[src/rtl/ptise_pkg.sv]
// shared constants and types for the platform-table i2c segment extractor
// no dependencies; imported by platform_table_i2c_segment_extractor
`default_nettype none

package ptise_pkg;

	// configuration and position widths
	localparam int unsigned LengthBits          = 20;
	localparam int unsigned PositionBitsDefault = 20;

	// record layout
	localparam logic [7:0]  KindEngine     = 8'd14;
	localparam logic [7:0]  KindEnd        = 8'd255;
	localparam logic [7:0]  FirstSizeUnits = 8'd7;
	localparam int unsigned UnitShift      = 4;
	localparam int unsigned HeaderBytes    = 32;
	localparam int unsigned CountOffset    = 70;
	localparam int unsigned SegmentsOffset = 80;
	localparam int unsigned SegmentBytes   = 32;
	localparam int unsigned SegShift       = 5;

	// byte positions inside one segment
	localparam logic [SegShift-1:0] SegIdByte   = 5'd5;
	localparam logic [SegShift-1:0] SegMuxByte  = 5'd16;
	localparam logic [SegShift-1:0] SegCpldByte = 5'd17;
	localparam logic [SegShift-1:0] SegMaskByte = 5'd19;

	// mux type that maps through a cpld register
	localparam logic [7:0] MuxCpld = 8'd1;

	// end of parse status codes
	typedef enum logic [1:0] {
		EndNormal    = 2'd0,
		EndLayout    = 2'd1,
		EndOverrun   = 2'd2,
		EndTruncated = 2'd3
	} end_status_t;

endpackage

`default_nettype wire

[src/rtl/platform_table_i2c_segment_extractor.sv]
// throughput: one blob byte per cycle; one input register feeds the parse logic, whose
// result lands in an output register; a result beat held by out_stall stalls intake
// reset: arst_n clears blob_length to 0 and the parser to offset zero; a write to
// blob_length also restarts the parser at offset zero
// depends on ptise_pkg (constants, status codes)
`default_nettype none

module platform_table_i2c_segment_extractor #(
	parameter int unsigned POSITION_BITS = ptise_pkg::PositionBitsDefault
) (
	input  wire logic                           clk,
	input  wire logic                           arst_n,
	// configuration write channel
	input  wire logic                           cfg_valid,
	output logic                                cfg_ready,
	input  wire logic [ptise_pkg::LengthBits-1:0] blob_length,
	// blob byte channel
	input  wire logic                           in_valid,
	output logic                                in_stall,
	input  wire logic [7:0]                     data_byte,
	// result channel
	output logic                                out_valid,
	input  wire logic                           out_stall,
	output logic                                mapping_valid,
	output logic [7:0]                          segment_id,
	output logic [7:0]                          cpld_register,
	output logic [7:0]                          select_mask,
	output logic                                done_res,
	output logic [1:0]                          end_status
);

	import ptise_pkg::*;

	localparam int unsigned P  = POSITION_BITS;
	localparam int unsigned WB = ((P > LengthBits) ? P : LengthBits) + 1;
	localparam int unsigned RecBits = 8 + UnitShift;
	localparam int unsigned IdxBits = P - SegShift;

	// input stage
	logic       valid_s1;
	logic [7:0] byte_s1;
	logic       advance;

	// parser state
	logic [LengthBits-1:0] blob_length_q;
	logic [P-1:0]          pos_q;
	logic [P-1:0]          start_q;
	logic [RecBits-1:0]    rec_bytes_q;
	logic [7:0]            kind_q;
	logic [7:0]            count_q;
	logic [7:0]            seg_id_q;
	logic [7:0]            mux_q;
	logic [7:0]            cpld_q;
	logic                  stopped_q;
	logic                  first_q;

	// output register
	logic        out_valid_q;
	logic        map_q;
	logic [7:0]  seg_out_q;
	logic [7:0]  cpld_out_q;
	logic [7:0]  mask_out_q;
	logic        done_q;
	logic [1:0]  status_q;

	// handshakes
	assign advance   = valid_s1 && (!out_valid_q || !out_stall);
	assign in_stall  = valid_s1 && !advance;
	assign cfg_ready = !valid_s1;

	// parse datapath
	logic [P-1:0]       rel;
	logic [WB-1:0]      pos_w;
	logic [WB-1:0]      len_w;
	logic [WB-1:0]      start_w;
	logic [WB-1:0]      next_w;
	logic [P-1:0]       next_pos;
	logic [RecBits-1:0] size_bytes;
	logic               in_range;
	logic [P-1:0]       seg_k;
	logic [SegShift-1:0] seg_sub;
	logic [IdxBits-1:0] seg_idx;
	logic [P:0]         seg_end;
	logic               seg_fits;
	logic               last_byte;

	assign rel        = pos_q - start_q;
	assign pos_w      = WB'(pos_q);
	assign len_w      = WB'(blob_length_q);
	assign start_w    = WB'(start_q);
	assign next_pos   = pos_q + P'(1);
	assign next_w     = WB'(next_pos);
	assign size_bytes = {byte_s1, {UnitShift{1'b0}}};
	assign in_range   = !stopped_q && (pos_w < len_w) && (pos_q >= start_q);
	assign seg_k      = rel - P'(SegmentsOffset);
	assign seg_sub    = seg_k[SegShift-1:0];
	assign seg_idx    = seg_k[P-1:SegShift];
	assign seg_end    = {1'b0, seg_idx, {SegShift{1'b0}}}
		+ (P+1)'(SegmentsOffset + SegmentBytes);
	assign seg_fits   = (rel >= P'(SegmentsOffset))
		&& (seg_idx < IdxBits'(count_q))
		&& (seg_end <= (P+1)'(rec_bytes_q));
	assign last_byte  = ({1'b0, rel} + (P+1)'(1)) == (P+1)'(rec_bytes_q);

	// per-byte decisions
	logic        res_valid;
	logic        res_map;
	logic        res_done;
	end_status_t res_status;
	logic        upd_kind;
	logic        upd_size;
	logic        upd_count;
	logic        upd_id;
	logic        upd_mux;
	logic        upd_cpld;
	logic        upd_start;

	always_comb begin
		res_valid  = 1'b0;
		res_map    = 1'b0;
		res_done   = 1'b0;
		res_status = EndNormal;
		upd_kind   = 1'b0;
		upd_size   = 1'b0;
		upd_count  = 1'b0;
		upd_id     = 1'b0;
		upd_mux    = 1'b0;
		upd_cpld   = 1'b0;
		upd_start  = 1'b0;
		if (rel == '0) begin
			// record type byte
			upd_kind = 1'b1;
			if (start_w + WB'(HeaderBytes) > len_w) begin
				res_valid = 1'b1;
				res_done  = 1'b1;
			end
		end else if (rel == P'(1)) begin
			// record size byte
			res_valid = 1'b1;
			res_done  = 1'b1;
			if (first_q && byte_s1 != FirstSizeUnits) begin
				res_status = EndLayout;
			end else if (kind_q == KindEnd || byte_s1 == '0) begin
				res_status = EndNormal;
			end else if (start_w + WB'(size_bytes) > len_w) begin
				res_status = EndOverrun;
			end else if (kind_q == KindEngine
				&& start_w + WB'(SegmentsOffset) > len_w) begin
				res_status = EndTruncated;
			end else begin
				res_valid = 1'b0;
				res_done  = 1'b0;
				upd_size  = 1'b1;
			end
		end else begin
			// record body
			if (kind_q == KindEngine) begin
				if (rel == P'(CountOffset)) begin
					upd_count = 1'b1;
				end else if (seg_fits) begin
					case (seg_sub)
						SegIdByte:   upd_id   = 1'b1;
						SegMuxByte:  upd_mux  = 1'b1;
						SegCpldByte: upd_cpld = 1'b1;
						SegMaskByte: begin
							if (mux_q == MuxCpld) begin
								res_valid = 1'b1;
								res_map   = 1'b1;
							end
						end
						default: ;
					endcase
				end
			end
			if (!res_map && last_byte) begin
				upd_start = 1'b1;
				if (next_w + WB'(HeaderBytes) > len_w) begin
					res_valid = 1'b1;
					res_done  = 1'b1;
				end
			end
		end
	end

	// input register
	always_ff @(posedge clk or negedge arst_n) begin
		if (!arst_n) begin
			valid_s1 <= 1'b0;
		end else if (!in_stall) begin
			valid_s1 <= in_valid;
		end
	end

	always_ff @(posedge clk) begin
		if (!in_stall && in_valid) begin
			byte_s1 <= data_byte;
		end
	end

	// parser state
	always_ff @(posedge clk or negedge arst_n) begin
		if (!arst_n) begin
			blob_length_q <= '0;
			pos_q         <= '0;
			start_q       <= '0;
			rec_bytes_q   <= '0;
			kind_q        <= '0;
			count_q       <= '0;
			seg_id_q      <= '0;
			mux_q         <= '0;
			cpld_q        <= '0;
			stopped_q     <= 1'b0;
			first_q       <= 1'b1;
		end else if (cfg_valid && cfg_ready) begin
			blob_length_q <= blob_length;
			pos_q         <= '0;
			start_q       <= '0;
			rec_bytes_q   <= '0;
			kind_q        <= '0;
			count_q       <= '0;
			seg_id_q      <= '0;
			mux_q         <= '0;
			cpld_q        <= '0;
			stopped_q     <= 1'b0;
			first_q       <= 1'b1;
		end else if (advance && in_range) begin
			pos_q <= next_pos;
			if (res_done) begin
				stopped_q <= 1'b1;
			end
			if (upd_kind) begin
				kind_q <= byte_s1;
			end
			if (upd_size) begin
				rec_bytes_q <= size_bytes;
				first_q     <= 1'b0;
			end
			if (upd_count) begin
				count_q <= byte_s1;
			end
			if (upd_id) begin
				seg_id_q <= byte_s1;
			end
			if (upd_mux) begin
				mux_q <= byte_s1;
			end
			if (upd_cpld) begin
				cpld_q <= byte_s1;
			end
			if (upd_start) begin
				start_q <= next_pos;
			end
		end
	end

	// output register valid
	always_ff @(posedge clk or negedge arst_n) begin
		if (!arst_n) begin
			out_valid_q <= 1'b0;
		end else if (!out_valid_q || !out_stall) begin
			out_valid_q <= advance && in_range && res_valid;
		end
	end

	// output register payload
	always_ff @(posedge clk) begin
		if (advance && in_range && res_valid) begin
			map_q      <= res_map;
			seg_out_q  <= res_map ? seg_id_q : 8'd0;
			cpld_out_q <= res_map ? cpld_q : 8'd0;
			mask_out_q <= res_map ? byte_s1 : 8'd0;
			done_q     <= res_done;
			status_q   <= res_status;
		end
	end

	assign out_valid     = out_valid_q;
	assign mapping_valid = map_q;
	assign segment_id    = seg_out_q;
	assign cpld_register = cpld_out_q;
	assign select_mask   = mask_out_q;
	assign done_res      = done_q;
	assign end_status    = status_q;

endmodule

`default_nettype wire
[config.mk]
export PLATFORM = sky130hd
export DESIGN_NAME = platform_table_i2c_segment_extractor
export DESIGN_NICKNAME = d
export VERILOG_FILES = /design/src/rtl/ptise_pkg.sv /design/src/rtl/platform_table_i2c_segment_extractor.sv
export SDC_FILE = /design/constraint.sdc
export NUM_CORES = 1
export LEC_CHECK = 0
export BUFFER_PORTS_ARGS = -buffer_cell sky130_fd_sc_hd__clkbuf_2
export CORE_MARGIN = 8
export CORE_UTILIZATION = 55
export DETAILED_ROUTE_END_ITERATION = 10
export PLACE_DENSITY = 0.74
export SYNTH_ARGS = -nofsm -noshare
export SYNTH_HDL_FRONTEND = slang
export SYNTH_SLANG_ARGS = --single-unit
[constraint.sdc]
create_clock -name clk -period 8.8 [get_ports clk]
set_input_delay 0.44 -clock clk [delete_from_list [all_inputs] [get_ports clk]]
set_output_delay 0.44 -clock clk [all_outputs]
set_load 0.01 [all_outputs]
-- Yosys cells after proc, flatten, opt, wreduce, memory -nomap -nowiden
Index checks and enable logic that the tools add are counted.
- register bits: 152
- input port bits: 33
- word-level logic and storage cells: 181
- output and inout bits: 31
- reduce and logical (&&, ||, !) cells: 43
- order comparisons: 9
- multiplexer cells: 87
- add/subtract/negate cells: 9
- equality and inequality tests: 11
- bitwise operators: 1
- operators by type and width (operator ; count):
    8-bit 2-to-1 mux ; 15
    20-bit 2-to-1 mux ; 5
    21-bit by 20-bit greater-than comparator with 1-bit output ; 4
    1-bit 2-to-1 mux ; 62
    20-bit by 6-bit adder with 21-bit output (second input constant) ; 2
    20-bit by 7-bit adder with 21-bit output (second input constant) ; 2
    12-bit 2-to-1 mux ; 3
    20-bit by 1-bit adder with 21-bit output (second input constant) ; 1
    20-bit by 12-bit adder with 21-bit output ; 1
    21-bit by 12-bit == test with 1-bit output ; 1
    21-bit by 12-bit less-or-equal comparator with 1-bit output ; 1
    20-bit by 1-bit adder with 20-bit output (second input constant) ; 1
    20-bit by 1-bit == test with 1-bit output (second input constant) ; 1
    20-bit by 7-bit == test with 1-bit output (second input constant) ; 1
    20-bit greater-or-equal comparator ; 1
    20-bit by 7-bit greater-or-equal comparator with 1-bit output (second input constant) ; 1
    20-bit logical NOT ; 1
    20-bit < comparator ; 1
    20-bit subtractor ; 1
    20-bit by 7-bit subtractor with 20-bit output (second input constant) ; 1
    2-bit nonzero test ; 9
    2-bit AND reduction ; 8
    5-bit == test (second input constant) ; 3
    15-bit by 8-bit < comparator with 1-bit output ; 1
    other kinds (13) ; 33

-- Depth between registers and ports, before layout
- depth in word-level cells: 18
- mapped depth: 26
- mapped depth without buffers: 24

-- Least setup slack after synthesis
No wires, ideal clock.
- path kind: reg2reg
- from: reg pos_q[0]
- to: reg cpld_out_q[0], in the netlist cpld_register[0] (enable)
- data required time: 8387 ps
- arrival: 6198 ps
- period minus slack after synthesis: 6611 ps
- buffers on the path: 2
- setup time: 413 ps
- cell stages (with the launch flop): 27
- path slack: 2189 ps
- path through: dfrtp_1 -> inv_1 -> ha_1 -> fa_1 -> nand2b_1 -> a21o_1 -> xnor2_4 -> inv_2 -> ha_1 -> clkbuf_1 -> xnor2_1 -> inv_1 -> ha_1 -> inv_1 -> ha_1 -> nor2b_1 -> o21a_1 -> o21a_1 -> o21a_1 -> o21a_1 -> o21a_1 -> o22a_1 -> nor4_4 -> o2111a_2 -> buf_6 -> a211oi_2 -> nor2_1
- cells in the longest elaborated chain, start to end: 16
- elaborated cells on any way between the ends: 35
- those cells by class: add/sub (6); order compare (6); eq/ne (4); mux (10); reduce/logical (9)
- RTL lines (element ; line ; text):
    start: declaration ; platform_table_i2c_segment_extractor.sv:46 ; logic [P-1:0] pos_q;
    start signal: assignment ; platform_table_i2c_segment_extractor.sv:227 ; pos_q <= next_pos;
    20-bit subtractor ; platform_table_i2c_segment_extractor.sv:87 ; assign rel = pos_q - start_q;
    20-bit by 7-bit subtractor with 20-bit output ; platform_table_i2c_segment_extractor.sv:95 ; assign seg_k = rel - P'(SegmentsOffset);
    20-bit by 7-bit adder with 21-bit output / 15-bit by 8-bit < comparator with 1-bit output (equally long branches) ; platform_table_i2c_segment_extractor.sv:99, platform_table_i2c_segment_extractor.sv:101 ;
    21-bit by 12-bit less-or-equal comparator with 1-bit output / 1-bit logical AND (equally long branches) ; platform_table_i2c_segment_extractor.sv:102, platform_table_i2c_segment_extractor.sv:101 ;
    1-bit logical AND ; platform_table_i2c_segment_extractor.sv:102 ; && (seg_end <= (P+1)'(rec_bytes_q));
    1-bit 2-to-1 mux ; platform_table_i2c_segment_extractor.sv:160 ; end else if (seg_fits) begin
    1-bit 2-to-1 mux ; platform_table_i2c_segment_extractor.sv:158 ; if (rel == P'(CountOffset)) begin
    1-bit 2-to-1 mux ; platform_table_i2c_segment_extractor.sv:157 ; if (kind_q == KindEngine) begin
    1-bit 2-to-1 mux ; platform_table_i2c_segment_extractor.sv:137 ; end else if (rel == P'(1)) begin
    1-bit 2-to-1 mux ; platform_table_i2c_segment_extractor.sv:130 ; if (rel == '0) begin
    1-bit logical NOT ; platform_table_i2c_segment_extractor.sv:175 ; if (!res_map && last_byte) begin
    1-bit logical AND ; platform_table_i2c_segment_extractor.sv:175 ;
    1-bit 2-to-1 mux ; platform_table_i2c_segment_extractor.sv:175 ;
    1-bit 2-to-1 mux ; platform_table_i2c_segment_extractor.sv:137 ;
    1-bit 2-to-1 mux ; platform_table_i2c_segment_extractor.sv:130 ;
    1-bit logical AND * ; platform_table_i2c_segment_extractor.sv:267 ; if (advance && in_range && res_valid) begin
    end signal: assignment ; platform_table_i2c_segment_extractor.sv:270 ; cpld_out_q <= res_map ? cpld_q : 8'd0;
    end: declaration ; platform_table_i2c_segment_extractor.sv:61 ; logic [7:0] cpld_out_q;
Every way passes the cells marked *; elsewhere a longest branch is shown, timed or not. The select of a mux whose other input is x is not followed.
A chain may end at the register's enable or synchronous reset.

-- Worst setup path after layout
- from: reg pos_q[0]
- to: reg mask_out_q[1], in the netlist select_mask[1] (enable)
- cells in the longest elaborated chain, start to end: 16
- elaborated cells on any way between the ends: 35
- those cells by class: add/sub (6); order compare (6); eq/ne (4); mux (10); reduce/logical (9)
- RTL lines (element ; line ; text):
    20-bit subtractor ; platform_table_i2c_segment_extractor.sv:87 ;
    20-bit by 7-bit subtractor with 20-bit output ; platform_table_i2c_segment_extractor.sv:95 ;
    20-bit by 7-bit adder with 21-bit output / 15-bit by 8-bit < comparator with 1-bit output (equally long branches) ; platform_table_i2c_segment_extractor.sv:99, platform_table_i2c_segment_extractor.sv:101 ;
    21-bit by 12-bit less-or-equal comparator with 1-bit output / 1-bit logical AND (equally long branches) ; platform_table_i2c_segment_extractor.sv:102, platform_table_i2c_segment_extractor.sv:101 ;
    1-bit logical AND ; platform_table_i2c_segment_extractor.sv:102 ;
    1-bit 2-to-1 mux ; platform_table_i2c_segment_extractor.sv:160 ;
    1-bit 2-to-1 mux ; platform_table_i2c_segment_extractor.sv:158 ;
    1-bit 2-to-1 mux ; platform_table_i2c_segment_extractor.sv:157 ;
    1-bit 2-to-1 mux ; platform_table_i2c_segment_extractor.sv:137 ;
    1-bit 2-to-1 mux ; platform_table_i2c_segment_extractor.sv:130 ;
    1-bit logical NOT ; platform_table_i2c_segment_extractor.sv:175 ;
    1-bit logical AND ; platform_table_i2c_segment_extractor.sv:175 ;
    1-bit 2-to-1 mux ; platform_table_i2c_segment_extractor.sv:175 ;
    1-bit 2-to-1 mux ; platform_table_i2c_segment_extractor.sv:137 ;
    1-bit 2-to-1 mux ; platform_table_i2c_segment_extractor.sv:130 ;
    1-bit logical AND * ; platform_table_i2c_segment_extractor.sv:267 ;
    end signal: assignment ; platform_table_i2c_segment_extractor.sv:271 ; mask_out_q <= res_map ? byte_s1 : 8'd0;
    end: declaration ; platform_table_i2c_segment_extractor.sv:62 ; logic [7:0] mask_out_q;
Marks and branches as above.

==> impl_metrics.toml <==
[finish]
fillCellCount = 2059
diodes = 0
syn_to_final_growth_pct = 8.10
drive_gt1_share_pct = 10.3
nets = 1712

[worst_setup_path]
critPathKind = "register to register"
rrSetupSlack_ns = 2.07
reg2reg_from = "pos_q[0]$_DFFE_PN0P_"
crit_arrival_ns = 6.83
r2r_cells = 25
r2r_end = "select_mask[1]$_SDFFCE_PN0P_"
cp-end-kind = "register"
critical_path.max_fanout = 50
cp.required_ns = 8.90
start_kind = "register"

[synth]
synth_top_area_cell = "dfrtp_1"
yosys-top-cells-count = "143 x ha_1, 113 x nor2_1, 111 x dfrtp_1, 107 x a21oi_1, 92 x o21ai_0"
synth_ff_type = "dfrtp_1"
syn_area_um2 = 13200
synth_warnings = 0
synth_top_area_share_pct = 21.1
syn-mean-instance-area_um2 = 8.65
synth_edf_count = 36
synth_area_leaders = "dfrtp_1 21%, ha_1 14%, edfxtp_1 8.2%"
synth-seq-cells = 148
synth.most_common_cell = "ha_1"
async_reset_ff_share_pct = 75.7
ys_seq_area_share_pct = 29.5
synthCells = 1524
syn_nets = 1702
synth_cell_types = 105

[hold_path]
hold_path_class = "input pin to asynchronous set/reset pin"

[drt]
dr.pass1.iters = 6
ant_nets = 0
post-route-drc-count = 0
drt_iter0_markers = 1199
num_vias = 12100
wl_per_cell_um = 21.9
totalWireLength_mm = 40.9
routed_via_density = 6.47

[sta]
min_period_ns = 6.73
fin_setup_tns_ns = 0
finalHoldViolations = 0
maxSlewHeadroom_pct = 13.8
maxSlewViolCount = 0
setup-violations-final = 0
max_slew.worst_pin.slew_ns = 1.29
setup_ws_ns = 2.07
hold_ws_ns = 0.0290
skew_ns = 0.0164
fin_crit_sh_pct = 76.5
rsz0062_at_grt = "no"
timing.fmax_mhz = 149

[cts]
cts-htree-levels = 4
clock-sinks = 148
cts_buffers = 17
cts.path.max_buffers = 2
clk_pin_slew_ns = 0.08
cts_tree = "yes"
hold_buffers = 0
worstSkewPairLatency_ns = 0.44
cts_resized = 0
post_cts_buffers = 0
cts_root_buffer = "clkbuf_16"

[die]
fp.dieH_um = 171
floorplan.initialDensity_pct = 56.2
pin_count = 64
rows = 56
die_w_um = 171
die_area_um2 = 29200
core_um2 = 23500

[power]
power_density_nw_per_um2 = 262
ir_drop_mv = 0.201
power.leakage_nw = 6.28

[placed_design]
place_congestion = 1.00
hpwlAfterDp_mm = 30.6
dpl_worst_slack_ns = 2.22
portBuffers = 63

[outcome]
status = "finished, final reports clean"

[global_route]
track_usage_pct = 28.4
first_global_vias = 11400
overflow = 0
grt_pass1_wl_mm = 64.8
grt_max_degree = 98
antenna_found_initial = 1

[job]
max_cap_violations = 0
==> area by class of cell <==
type | count | area, um^2 | area share [%]
well taps | 319 | 399 | 2.80
clock buffers | 17 | 425 | 2.98
inverters | 81 | 304 | 2.13
repair buffers | 73 | 393 | 2.76
clock inverters | 15 | 180 | 1.26
multi-input cells | 1213 | 8670 | 60.8
flip-flops and latches | 148 | 3880 | 27.3
==> metrics by stage <==
| step | std cells | total power, mW | instance area [um^2] | util, % |
|---|---|---|---|---|
| after floorplan | 1524 | 2.39 | 13200 | - |
| after global placement | 1834 | 2.91 | 13600 | 58.1 |
| after detailed placement | 1834 | 2.93 | 13600 | 58.1 |
| after CTS | 1866 | 3.69 | 14300 | 60.7 |
| after global routing | 1866 | 3.98 | 14300 | 60.7 |
| final | 1866 | 3.73 | 14300 | 60.7 |
==> critical path, cell delays in order, from the launching register on <==
cell and delay (ns):
dfrtp_1 0.45, inv_1 0.14, ha_1 0.25, fa_1 0.45, nand2b_1 0.22, a21o_1 0.29
xnor2_4 0.23, inv_2 0.13, ha_1 0.35, xnor2_1 0.27, inv_1 0.07, ha_1 0.27
inv_1 0.04, ha_1 0.28, nor2b_1 0.14, o21a_1 0.17, o21a_1 0.17, o21a_1 0.16
o21a_1 0.16, o21a_1 0.17, o22a_1 0.22, nor4_4 0.29, o2111a_2 0.81, a211oi_2 0.19
nor2_2 0.12, buf_4 0.34
==> registers in the layout, summed over array words and instances, names as in the netlist, 2 cells and up <==
name           count
blob_length_q     20
cpld_register      8
count_q            8
select_mask        8
cpld_q             8
byte_s1            8
rec_bytes_q        8
segment_id         8
mux_q              8
start_q           20
kind_q             8
end_status         2
pos_q             20
seg_id_q           8
==> layout by cell type, fill, tap and decap left out, types with 11 or more instances in the layout <==
master and instances:
nand2_1 91, nor2_1 112, xnor2_1 83, and2_1 13
o21a_1 26, xor2_1 33, dfrtp_1 111, clkbuf_2 62
clkbuf_16 17, nor4_1 17, mux2i_1 31, nor3_1 28
a31oi_1 11, o21ai_0 92, nand3_1 74, ha_1 143
nand4_1 43, o21ai_1 24, nor2b_1 20, inv_1 80
a21o_1 21, a21oi_1 107, and3_1 45, a211oi_1 15
edfxtp_1 36, buf_4 11
==> worst max path at each step <==
stage          slack (ns)  cells past startpoint                             end                 start
2_1_floorplan        2.19                     26  cpld_register[0]$_SDFFCE_PN0P_  pos_q[0]$_DFFE_PN0P_
3_3_place_gp         2.31                     25     segment_id[2]$_SDFFCE_PN0P_  pos_q[0]$_DFFE_PN0P_
3_5_place_dp         2.22                     25     segment_id[5]$_SDFFCE_PN0P_  pos_q[0]$_DFFE_PN0P_
4_1_cts              2.16                     25  cpld_register[3]$_SDFFCE_PN0P_  pos_q[0]$_DFFE_PN0P_
5_1_grt              1.57                     25    select_mask[6]$_SDFFCE_PN0P_  pos_q[0]$_DFFE_PN0P_
6_report             2.07                     25    select_mask[1]$_SDFFCE_PN0P_  pos_q[0]$_DFFE_PN0P_
==> layer usage <==
metal / wire [um] / vias to the layer above / track usage [%] / part of all wire [%]
met5: 14 / - / 0 / 0.034
met4: 905 / 2 / 8.62 / 2.2
met3: 3570 / 65 / 4.75 / 8.7
met2: 18100 / 557 / 43.6 / 44
met1: 18400 / 5827 / 40.4 / 45
li1: - / 5617 / - / -
==> power breakdown <==
part	switching [mW]	internal, mW	total, mW
Sequential	0.0526	0.763	0.815
Clock	0.363	0.385	0.748
Combinational	1.36	0.801	2.16
==> logic make-up after synthesis <==
| family | count (synthesis) | share of synthesized area [%] |
|---|---|---|
| compound gates | 402 | 20.1 |
| buf+inv | 163 | 5.00 |
| xor+xnor | 120 | 8.33 |
| flops | 148 | 29.5 |
| mux | 32 | 2.44 |
| simple gates | 514 | 20.8 |
| fa+ha+maj | 145 | 13.9 |
Note: power is estimated with default switching activity, not from simulation.
